[src/rtl/ipv4p_pkg.sv]
`timescale 1ns / 1ps
`default_nettype none

package ipv4p_pkg;

  // Character codes the parser reacts to
  localparam logic [7:0] CHAR_NUL   = 8'h00;
  localparam logic [7:0] CHAR_SPACE = 8'h20;
  localparam logic [7:0] CHAR_DOT   = 8'h2E;
  localparam logic [7:0] CHAR_ZERO  = 8'h30;
  localparam logic [7:0] CHAR_NINE  = 8'h39;

  // Octet limits
  localparam logic [11:0] OCTET_MAX  = 12'd255;
  localparam logic [1:0]  MAX_DIGITS = 2'd3;
  localparam logic [1:0]  LAST_OCTET = 2'd3;

  // Result status codes
  localparam logic STATUS_OK    = 1'b0;
  localparam logic STATUS_ERROR = 1'b1;

  // One input character
  typedef struct packed {
    logic [7:0] char_code;
    logic       first_char;
  } in_item_t;

  // One parse result
  typedef struct packed {
    logic        status;
    logic [31:0] address;
  } out_item_t;

  // Running parse state
  typedef struct packed {
    logic        parsing_active;
    logic [1:0]  octet_position;
    logic        awaiting_digit;
    logic [1:0]  digit_count;
    logic [7:0]  octet_value;
    logic [23:0] upper_octets;
  } parse_state_t;

endpackage

`default_nettype wire

[src/rtl/ipv4_dotted_decimal_parser_unit.sv]
`timescale 1ns / 1ps
`default_nettype none

// Dotted-decimal IPv4 address parser.
// Input channel (in_valid_i/in_ready_o/in_data_i) carries one character per
// transaction; first_char set starts a new string and drops any parse in progress.
// Output channel (out_valid_o/out_ready_i/out_data_o) carries at most one result
// per string: status ok with the packed address once the fourth octet is followed
// by NUL or space, or status error with address zero at the first malformed
// character. Afterward characters are ignored until the next first_char.
// An accepted character first loads the input register; any result it yields
// loads the result register as the character moves on and shows at out_valid_o.
// Throughput: one character per cycle when not stalled; the parse state update is
// a short multiply-by-ten, add and compare between the input and result registers.
// Reset: both registers empty, parser idle until a first_char transaction.
// Stall: while out_ready_i is low and a result is pending, the input register
// still drains characters that give no result; in_ready_o drops only when the
// input register holds a character that cannot move on.
module ipv4_dotted_decimal_parser_unit (
  input  var logic                 clk_i,
  input  var logic                 rst_ni,
  input  var logic                 in_valid_i,
  output logic                     in_ready_o,
  input  var ipv4p_pkg::in_item_t  in_data_i,
  output logic                     out_valid_o,
  input  var logic                 out_ready_i,
  output ipv4p_pkg::out_item_t     out_data_o
);

  logic                    in_valid_q;
  ipv4p_pkg::in_item_t     in_q;
  ipv4p_pkg::parse_state_t state_q;
  ipv4p_pkg::parse_state_t state_d;
  logic                    out_valid_q;
  ipv4p_pkg::out_item_t    out_q;
  logic                    step_valid;
  ipv4p_pkg::out_item_t    step_res;
  logic                    out_free;
  logic                    advance;

  // A character moves on when it yields no result or the result slot is free
  assign out_free   = !out_valid_q || out_ready_i;
  assign advance    = in_valid_q && (!step_valid || out_free);
  assign in_ready_o = !in_valid_q || advance;

  ipv4p_step u_step (
    .state_i     (state_q),
    .item_i      (in_q),
    .state_o     (state_d),
    .res_valid_o (step_valid),
    .res_o       (step_res)
  );

  // Capture the next character
  always_ff @(posedge clk_i or negedge rst_ni) begin
    if (!rst_ni) begin
      in_valid_q <= 1'b0;
    end else if (in_ready_o) begin
      in_valid_q <= in_valid_i;
    end
  end

  always_ff @(posedge clk_i) begin
    if (in_ready_o && in_valid_i) begin
      in_q <= in_data_i;
    end
  end

  // Update the parse state
  always_ff @(posedge clk_i or negedge rst_ni) begin
    if (!rst_ni) begin
      state_q.parsing_active <= 1'b0;
      state_q.octet_position <= 2'd0;
      state_q.awaiting_digit <= 1'b1;
      state_q.digit_count    <= 2'd0;
      state_q.octet_value    <= 8'd0;
      state_q.upper_octets   <= 24'd0;
    end else if (advance) begin
      state_q <= state_d;
    end
  end

  // Hold the result until taken
  always_ff @(posedge clk_i or negedge rst_ni) begin
    if (!rst_ni) begin
      out_valid_q <= 1'b0;
    end else if (out_free) begin
      out_valid_q <= advance && step_valid;
    end
  end

  always_ff @(posedge clk_i) begin
    if (out_free && advance && step_valid) begin
      out_q <= step_res;
    end
  end

  assign out_valid_o = out_valid_q;
  assign out_data_o  = out_q;

`ifndef NO_ASSERTIONS
  // Error results always carry a zero address
  a_error_zero_addr: assert property (@(posedge clk_i) disable iff (!rst_ni)
    (out_valid_o && out_data_o.status == ipv4p_pkg::STATUS_ERROR) |-> out_data_o.address == 32'd0)
    else $error("error result with nonzero address");

  // A result ends the parse
  a_result_idles: assert property (@(posedge clk_i) disable iff (!rst_ni)
    (advance && step_valid) |=> !state_q.parsing_active)
    else $error("parser still active after a result");

  // A stalled character holds in the input register
  a_input_holds: assert property (@(posedge clk_i) disable iff (!rst_ni)
    (in_valid_q && !advance) |=> (in_valid_q && $stable(in_q)))
    else $error("stalled character lost");

  // A start character without a result leaves the parser active
  a_start_active: assert property (@(posedge clk_i) disable iff (!rst_ni)
    (advance && in_q.first_char && !step_valid) |=> state_q.parsing_active)
    else $error("start character did not activate parse");
`endif

endmodule

`default_nettype wire

[src/rtl/ipv4p_step.sv]
`timescale 1ns / 1ps
`default_nettype none

module ipv4p_step (
  input  var ipv4p_pkg::parse_state_t state_i,
  input  var ipv4p_pkg::in_item_t     item_i,
  output ipv4p_pkg::parse_state_t     state_o,
  output logic                        res_valid_o,
  output ipv4p_pkg::out_item_t        res_o
);

  ipv4p_pkg::parse_state_t cur;
  logic                    is_digit;
  logic [3:0]              digit;
  logic [11:0]             value_x10;

  // Restart on a start flag, then decode the character
  always_comb begin
    cur = state_i;
    if (item_i.first_char) begin
      cur.parsing_active = 1'b1;
      cur.octet_position = 2'd0;
      cur.awaiting_digit = 1'b1;
      cur.digit_count    = 2'd0;
      cur.octet_value    = 8'd0;
      cur.upper_octets   = 24'd0;
    end
  end

  assign is_digit  = (item_i.char_code >= ipv4p_pkg::CHAR_ZERO) &&
                     (item_i.char_code <= ipv4p_pkg::CHAR_NINE);
  assign digit     = 4'(item_i.char_code - ipv4p_pkg::CHAR_ZERO);
  // value * 10 + digit as shift-and-add
  assign value_x10 = {1'b0, cur.octet_value, 3'b000} + {3'b000, cur.octet_value, 1'b0}
                     + {8'd0, digit};

  // Advance the parse by one character
  always_comb begin
    state_o       = cur;
    res_valid_o   = 1'b0;
    res_o.status  = ipv4p_pkg::STATUS_ERROR;
    res_o.address = 32'd0;
    if (cur.parsing_active) begin
      if (is_digit) begin
        if (cur.digit_count == ipv4p_pkg::MAX_DIGITS || value_x10 > ipv4p_pkg::OCTET_MAX) begin
          res_valid_o = 1'b1;
        end else begin
          state_o.octet_value    = value_x10[7:0];
          state_o.digit_count    = cur.digit_count + 2'd1;
          state_o.awaiting_digit = 1'b0;
        end
      end else if (cur.awaiting_digit) begin
        res_valid_o = 1'b1;
      end else if (cur.octet_position != ipv4p_pkg::LAST_OCTET) begin
        if (item_i.char_code != ipv4p_pkg::CHAR_DOT) begin
          res_valid_o = 1'b1;
        end else begin
          state_o.upper_octets   = {cur.upper_octets[15:0], cur.octet_value};
          state_o.octet_position = cur.octet_position + 2'd1;
          state_o.awaiting_digit = 1'b1;
          state_o.digit_count    = 2'd0;
          state_o.octet_value    = 8'd0;
        end
      end else begin
        // Fourth octet done: only NUL or space terminates cleanly
        res_valid_o = 1'b1;
        if (item_i.char_code == ipv4p_pkg::CHAR_NUL ||
            item_i.char_code == ipv4p_pkg::CHAR_SPACE) begin
          res_o.status  = ipv4p_pkg::STATUS_OK;
          res_o.address = {cur.upper_octets, cur.octet_value};
        end
      end
    end
    // Drop to idle after any result
    if (res_valid_o) begin
      state_o.parsing_active = 1'b0;
    end
  end

endmodule

`default_nettype wire
[config.mk]
export PLATFORM = sky130hd
export DESIGN_NAME = ipv4_dotted_decimal_parser_unit
export DESIGN_NICKNAME = d
export VERILOG_FILES = /design/src/rtl/ipv4p_pkg.sv /design/src/rtl/ipv4_dotted_decimal_parser_unit.sv /design/src/rtl/ipv4p_step.sv
export SDC_FILE = /design/constraint.sdc
export NUM_CORES = 1
export LEC_CHECK = 0
export BUFFER_PORTS_ARGS = -buffer_cell sky130_fd_sc_hd__clkbuf_2
export CORE_AREA = 2 2 109 111
export DETAILED_ROUTE_END_ITERATION = 12
export DIE_AREA = 0 0 111 113
export PLACE_DENSITY = 0.59
export SLEW_MARGIN = 20
export SYNTH_ARGS = -nofsm -noshare
export SYNTH_HDL_FRONTEND = slang
export SYNTH_SLANG_ARGS = --single-unit
[constraint.sdc]
create_clock -name clk_i -period 7.65 [get_ports clk_i]
set_input_delay 1.1475 -clock clk_i [delete_from_list [all_inputs] [get_ports clk_i]]
set_output_delay 1.1475 -clock clk_i [all_outputs]
set_load 0.1 [all_outputs]
### Yosys cells after proc, flatten, opt, wreduce, memory -nomap -nowiden

Cells that the tools add are included.
W data, S select, Z words.

| word-level totals | value |
|---|---|
| register bits | 82 |
| output and inout bits | 35 |

| operators by class | value |
|---|---|
| add/sub/neg operators | 5 |
| $lt $le $gt $ge | 3 |
| equal/unequal tests | 4 |
| multiplexer cells | 17 |
| bitwise logic cells | 2 |
| reductions and logical operators | 17 |

Operator list:

| cell | count |
|---|---|
| $mux W37 | 4 |
| $mux W38 | 1 |
| $mux W33 | 1 |
| $mux W24 | 1 |
| $mux W11 | 2 |
| $add A11 B9 Y12 | 1 |
| $add A12 B4 Y12 | 1 |
| $gt A12 B8 Y1 const B | 1 |
| $eq A8 B6 Y1 const B | 1 |
| $ge A8 B6 Y1 const B | 1 |
| $le A8 B6 Y1 const B | 1 |
| $logic_not A8 Y1 | 1 |
| $ne A8 B6 Y1 const B | 1 |
| $mux W1 | 7 |
| $logic_and A1 B1 Y1 | 6 |
| $logic_or A1 B1 Y1 | 5 |
| $reduce_or A5 Y1 | 1 |
| $add A2 B1 Y2 const B | 2 |
| $reduce_or A4 Y1 | 1 |
| $sub A4 B1 Y4 const B | 1 |
| $logic_not A1 Y1 | 3 |
| $eq A2 B2 Y1 const B | 1 |
| $mux W2 | 1 |
| $ne A2 B2 Y1 const B | 1 |
| $not A1 Y1 | 2 |

### Longest topological paths before layout

| logic depth | value |
|---|---|
| depth after elaboration | 13 |
| gate-level depth with buffers | 16 |

### Hierarchy

From an unflattened synthesis, not the netlist that was laid out.

| second synthesis, totals | value |
|---|---|
| cell total of the unflattened synthesis | 499 |
| area, all modules | 5,022.3 um^2 |

By module, submodules not included:

| module | times used | cells an instance | area each (um^2) | seq. area each (um^2) |
|---|---|---|---|---|
| ipv4_dotted_decimal_parser_unit | 1 | 268 | 3,542.1 | 2,263.4 |
| ipv4p_step | 1 | 231 | 1,480.2 | 0.0 |

### Worst setup path before layout

OpenSTA, ideal clock, no wires.

| timing path | value |
|---|---|
| path kind | register to register |
| from | register in_q[0] in the netlist's numbering |
| to | register out_q, in the netlist out_data_o[0] (enable) |
| setup time | 0.423 ns |
| arrival time | 4.554 ns |
| setup slack | 2.673 ns |
| stages on the path, launching flop included | 16 |
| path buffers | 4 |
| period minus slack after synthesis | 4.977 ns |
| cells stage by stage | edfxtp_1 -> buf_2 -> clkbuf_1 -> clkbuf_1 -> nor2_1 -> ha_1 -> inv_1 -> fa_1 -> and2b_1 -> o22ai_2 -> o221ai_1 -> a21boi_1 -> nor2_2 -> buf_4 -> or2_1 -> nor2_1 |

RTL lines:

| what | RTL line | text |
|---|---|---|
| start: declaration | ipv4_dotted_decimal_parser_unit.sv:31 | `ipv4p_pkg::in_item_t in_q;` |
| start signal: assignment | ipv4_dotted_decimal_parser_unit.sv:65 | `in_q <= in_data_i;` |
| end signal: assignment | ipv4_dotted_decimal_parser_unit.sv:94 | `out_q <= step_res;` |
| end: declaration | ipv4_dotted_decimal_parser_unit.sv:35 | `ipv4p_pkg::out_item_t out_q;` |

### Worst setup path in the final report

| timing path | value |
|---|---|
| from | register in_q[0] in the netlist's numbering |
| to | output port in_ready_o |

| between the ends | value |
|---|---|
| word-level cells in the longest chain between the ends | 12 |
| elaborated cells between the ends (all ways) | 16 |

RTL lines:

| what | RTL line | text |
|---|---|---|
| $mux W38 * | ipv4p_step.sv:20 | `if (item_i.first_char) begin` |
| $add A11 B9 Y12 | ipv4p_step.sv:34 | `assign value_x10 = {1'b0, cur.octet_value, 3'b000} + {3'b000, cur.octet_value, 1'b0}` |
| $add A12 B4 Y12 | ipv4p_step.sv:35 | `+ {8'd0, digit};` |
| $gt A12 B8 Y1 | ipv4p_step.sv:45 | `if (cur.digit_count == ipv4p_pkg::MAX_DIGITS \|\| value_x10 > ipv4p_pkg::OCTET_MAX) begin` |
| $logic_or A1 B1 Y1 | ipv4p_step.sv:45 |  |
| $mux W1 | ipv4p_step.sv:45 |  |
| $mux W1 | ipv4p_step.sv:44 | `if (is_digit) begin` |
| $mux W1 * | ipv4p_step.sv:43 | `if (cur.parsing_active) begin` |
| $logic_not A1 Y1 * | ipv4_dotted_decimal_parser_unit.sv:43 | `assign advance = in_valid_q && (!step_valid \|\| out_free);` |
| $logic_or A1 B1 Y1 * | ipv4_dotted_decimal_parser_unit.sv:43 |  |
| $logic_and A1 B1 Y1 * | ipv4_dotted_decimal_parser_unit.sv:43 |  |
| $logic_or A1 B1 Y1 * | ipv4_dotted_decimal_parser_unit.sv:44 | `assign in_ready_o = !in_valid_q \|\| advance;` |
| end: declaration | ipv4_dotted_decimal_parser_unit.sv:23 | `output logic in_ready_o,` |

Every way passes the cells marked *; elsewhere a longest branch is shown, timed or not.

==> flow_summary_export.csv <==
group,metric,value,unit
cts,cts-resized-gates,0,
cts,post_cts_buffers,0,
critical_path,crit_type,"reg -> out",
cts,path_clk_slew,60,ps
yosys,share_of_synthesized_cell_area_in_full_adder_half_adder_and_majority_cells,6.03,%
grt,initial_antenna_violation_count,0,
placement,hpwl,5200,um
sta,finalHoldViolations,0,
yosys,ys_dominant_reg_cell,"edfxtp_1",
placement,detailed_place.area,4200,um^2
yosys,asyncSetResetFlopFracSynth,48.8,%
routing,remaining_drc_errors,0,
layout,area_delta_synth_final,17.3,%
sta,whs,494,ps
cts,htreeDepth,3,
layout,postLayoutCellArea,4530,um^2
flow_run,max-cap-violations,0,
cts,clock_insertion_delay_worst_skew,320,ps
layout,antenna_cells,0,
yosys,synth_seq_cells,82,
worst_hold_path,holdCritPathClass,"reg -> reg",
routing,ant_nets,0,
yosys,post_synth_and_or_nand_nor_area_fraction,14.7,%
yosys,synth_area_leader_cell,"edfxtp_1",
yosys,synth_area,3860,um^2
routing,wl_per_cell,14.5,um
grt,grt_overflow,0,
pwr,ir_drop,0.000132,V
pwr,static-leakage-power,0.00202,uW
grt,vias_in_the_first_global_route,2499,
layout,nets,388,
placement,io_buffer_count,47,
sta,slew_hr,39.9,%
grt,grtUsageTotal,12.5,%
floorplan,rows,39,
yosys,seq_area_frac_synth,58.6,%
yosys,number_of_enable_type_register_cells_in_the_synthesized_netlist,42,
floorplan,design.portCount,48,
pwr,power_per_cell_area,243,nW/um^2
yosys,synth-xor-area-share,1.36,%
yosys,netlist-cell-type-count,56,
floorplan,die_h,113,um
critical_path,critical_path.startpoint_type,"flip-flop",
routing,detailedRoute.firstPassIterationCount,4,
yosys,combinational_family_with_the_most_area_after_synthesis,"simple AND/OR/NAND/NOR gates",
cts,cts_tree,"done",
cts,cts-root-buf,"clkbuf_16",
routing,routed_wl,7300,um
sta,fin_crit,5580,ps
grt,grt_first_pass_wirelength,12600,um
yosys,synth.net_count,343,
routing,dr.first_iter.drc_count,216,
critical_path,worstPathMaxFanout,26,
sta,max_freq,0.179,GHz
floorplan,initial_core_util,34.3,%
cts,cts-buffers-inserted,9,
yosys,mux_cell_area_share_after_synthesis,1.81,%
yosys,yosys.area.top_type_share,32.7,%
floorplan,die_width,111,um
cts,clock_tree.buffer_depth,2,
sta,rsz0062_at_grt,"no",
routing,detailroute.via_count,2472,
yosys,synthesis.area_per_instance,12.4,um^2
sta,setup_viol_count_final,0,
sta,tightestPinTransition,901,ps
layout,drive_gt1_share,21.8,%
sta,fin_tns_setup,0,ps
sta,slew_violations,0,
grt,grt_max_degree,41,
critical_path,worst-endpoint-arrival,4430,ps
floorplan,core-area,11300,um^2
yosys,post_synth_inst_count,312,
status,outcome,"completed",
critical_path,cp.required,6500,ps
cts,cts-hold-fix-buffers,0,
layout,num-fill-cells,1081,
sta,layout_worst_path_cycle_share,72.9,%
placement,gpl.final_weighted_congestion,0.852,
yosys,top_cells_by_area_synth,"edfxtp_1 33%, dfrtp_1 25%, a22o_1 5.7%",
yosys,synth-warning-count,0,
floorplan,die_area,12500,um^2
sta,fin_worst_skew,6.30,ps
critical_path,critPathCaptureType,"output port",
cts,cts.sink_count,82,
routing,vias_per_cell,4.90,
yosys,synth_compound_gate_area_share,13.2,%
## per-layer routing
metal | GRT usage [%] | wire length (um) | vias up
li1 | - | - | 1218
met1 | 16.7 | 3500 | 1170
met2 | 19.8 | 3290 | 76
met3 | 3.59 | 401 | 8
met4 | 3.83 | 106 | 0
met5 | 0 | 0 | -
## report_power, final
| group | total [uW] | switching, uW | internal [uW] |
|---|---|---|---|
| clock | 465 | 174 | 291 |
| sequential | 497 | 11.9 | 485 |
| combinational | 139 | 114 | 25.4 |
## worst max-delay path, stage by stage, from the launching register on
cell and delay, ps:
edfxtp_1 890, nor2_1 230, xor2_1 200, ha_1 190
a21o_1 150, ha_1 320, and3_1 170, a211oi_2 320
mux2i_1 260, nand4_2 170, nor2_2 470, nor3_1 180
inv_1 90, clkbuf_2 450
## layout make-up
type / instances / area [um^2] / area share (%)
Tap cell: 143 / 179 / 3.95
Clock buffer: 9 / 225 / 4.97
Inverter: 21 / 78.8 / 1.74
Clock inverter: 7 / 105 / 2.32
Timing Repair Buffer: 48 / 243 / 5.36
Multi-Input combinational cell: 195 / 1440 / 31.7
Sequential cell: 82 / 2260 / 50.0
## metrics by stage
stage               cells  worst slack, ps  total power [uW]  util, %
finish                505             2070              1100     40.2
global route          505             1780              1140     40.2
CTS                   505             2080              1110     40.2
detailed placement    489             2440               646     37.3
global placement      489             2550               645     37.3
floorplan             312             2670               617        -
## kinds of logic (layout without fill, tap and decap cells)
logic type      Yosys count  after routing
flops                    82             82
fa+ha+maj                18             18
xor+xnor                  6              6
simple gates             99             99
mux                       7              7
compound gates           65             65
buf+inv                  35             85
## sequential cells by signal, indices dropped and copies added (netlist names)
register     flops
in_q             9
in_valid_q       1
out_data_o      33
out_valid_o      1
state_q         38
## synthesized netlist by cell type (5+ instances only)
| master | number |
|---|---|
| a21oi_1 | 8 |
| a22o_1 | 25 |
| and2_1 | 27 |
| and3_1 | 5 |
| clkbuf_1 | 6 |
| dfrtp_1 | 39 |
| edfxtp_1 | 42 |
| ha_1 | 17 |
| inv_1 | 18 |
| mux2i_1 | 7 |
| nand2_1 | 11 |
| nand2b_1 | 5 |
| nor2_1 | 20 |
| nor2b_1 | 5 |
| nor3_1 | 8 |
| o21ai_0 | 5 |
| o22ai_1 | 5 |
## placed cells by master (no fill, tap or decap), drive strengths merged, types with 2 or more instances in the layout
cell type and n:
nand4 3, clkbuf 55, a21o 3, o22a 3, nor2 21, mux2i 7
nand2b 6, inv 24, bufinv 2, and3 5, buf 2, edfxtp 42
nand3 2, nand2 11, nor2b 5, dfrtp 39, nor3 9, or2 3
and2 27, o21ai 8, o22ai 6, o31a 2, nor3b 3, xor2 3
ha 17, a21oi 9, xnor2 3, a22o 25
## worst paths after layout
path,start,slack [ps],to,depth (start not counted)
setup / recovery,in_q[0]$_DFFE_PP_,2070,in_ready_o,13
setup reg to reg,in_q[0]$_DFFE_PP_,3120,in_q[0]$_DFFE_PP_,12
min in group asynchronous,rst_ni,950,state_q[16]$_DFFE_PN0P_,1
hold reg to reg,state_q[24]$_DFFE_PN0P_,490,state_q[0]$_DFFE_PN0P_,1
hold / removal,state_q[24]$_DFFE_PN0P_,490,state_q[0]$_DFFE_PN0P_,1
max in group asynchronous,rst_ni,6140,state_q[28]$_DFFE_PN0P_,1
No activity file was read; power rests on OpenSTA's default activity.
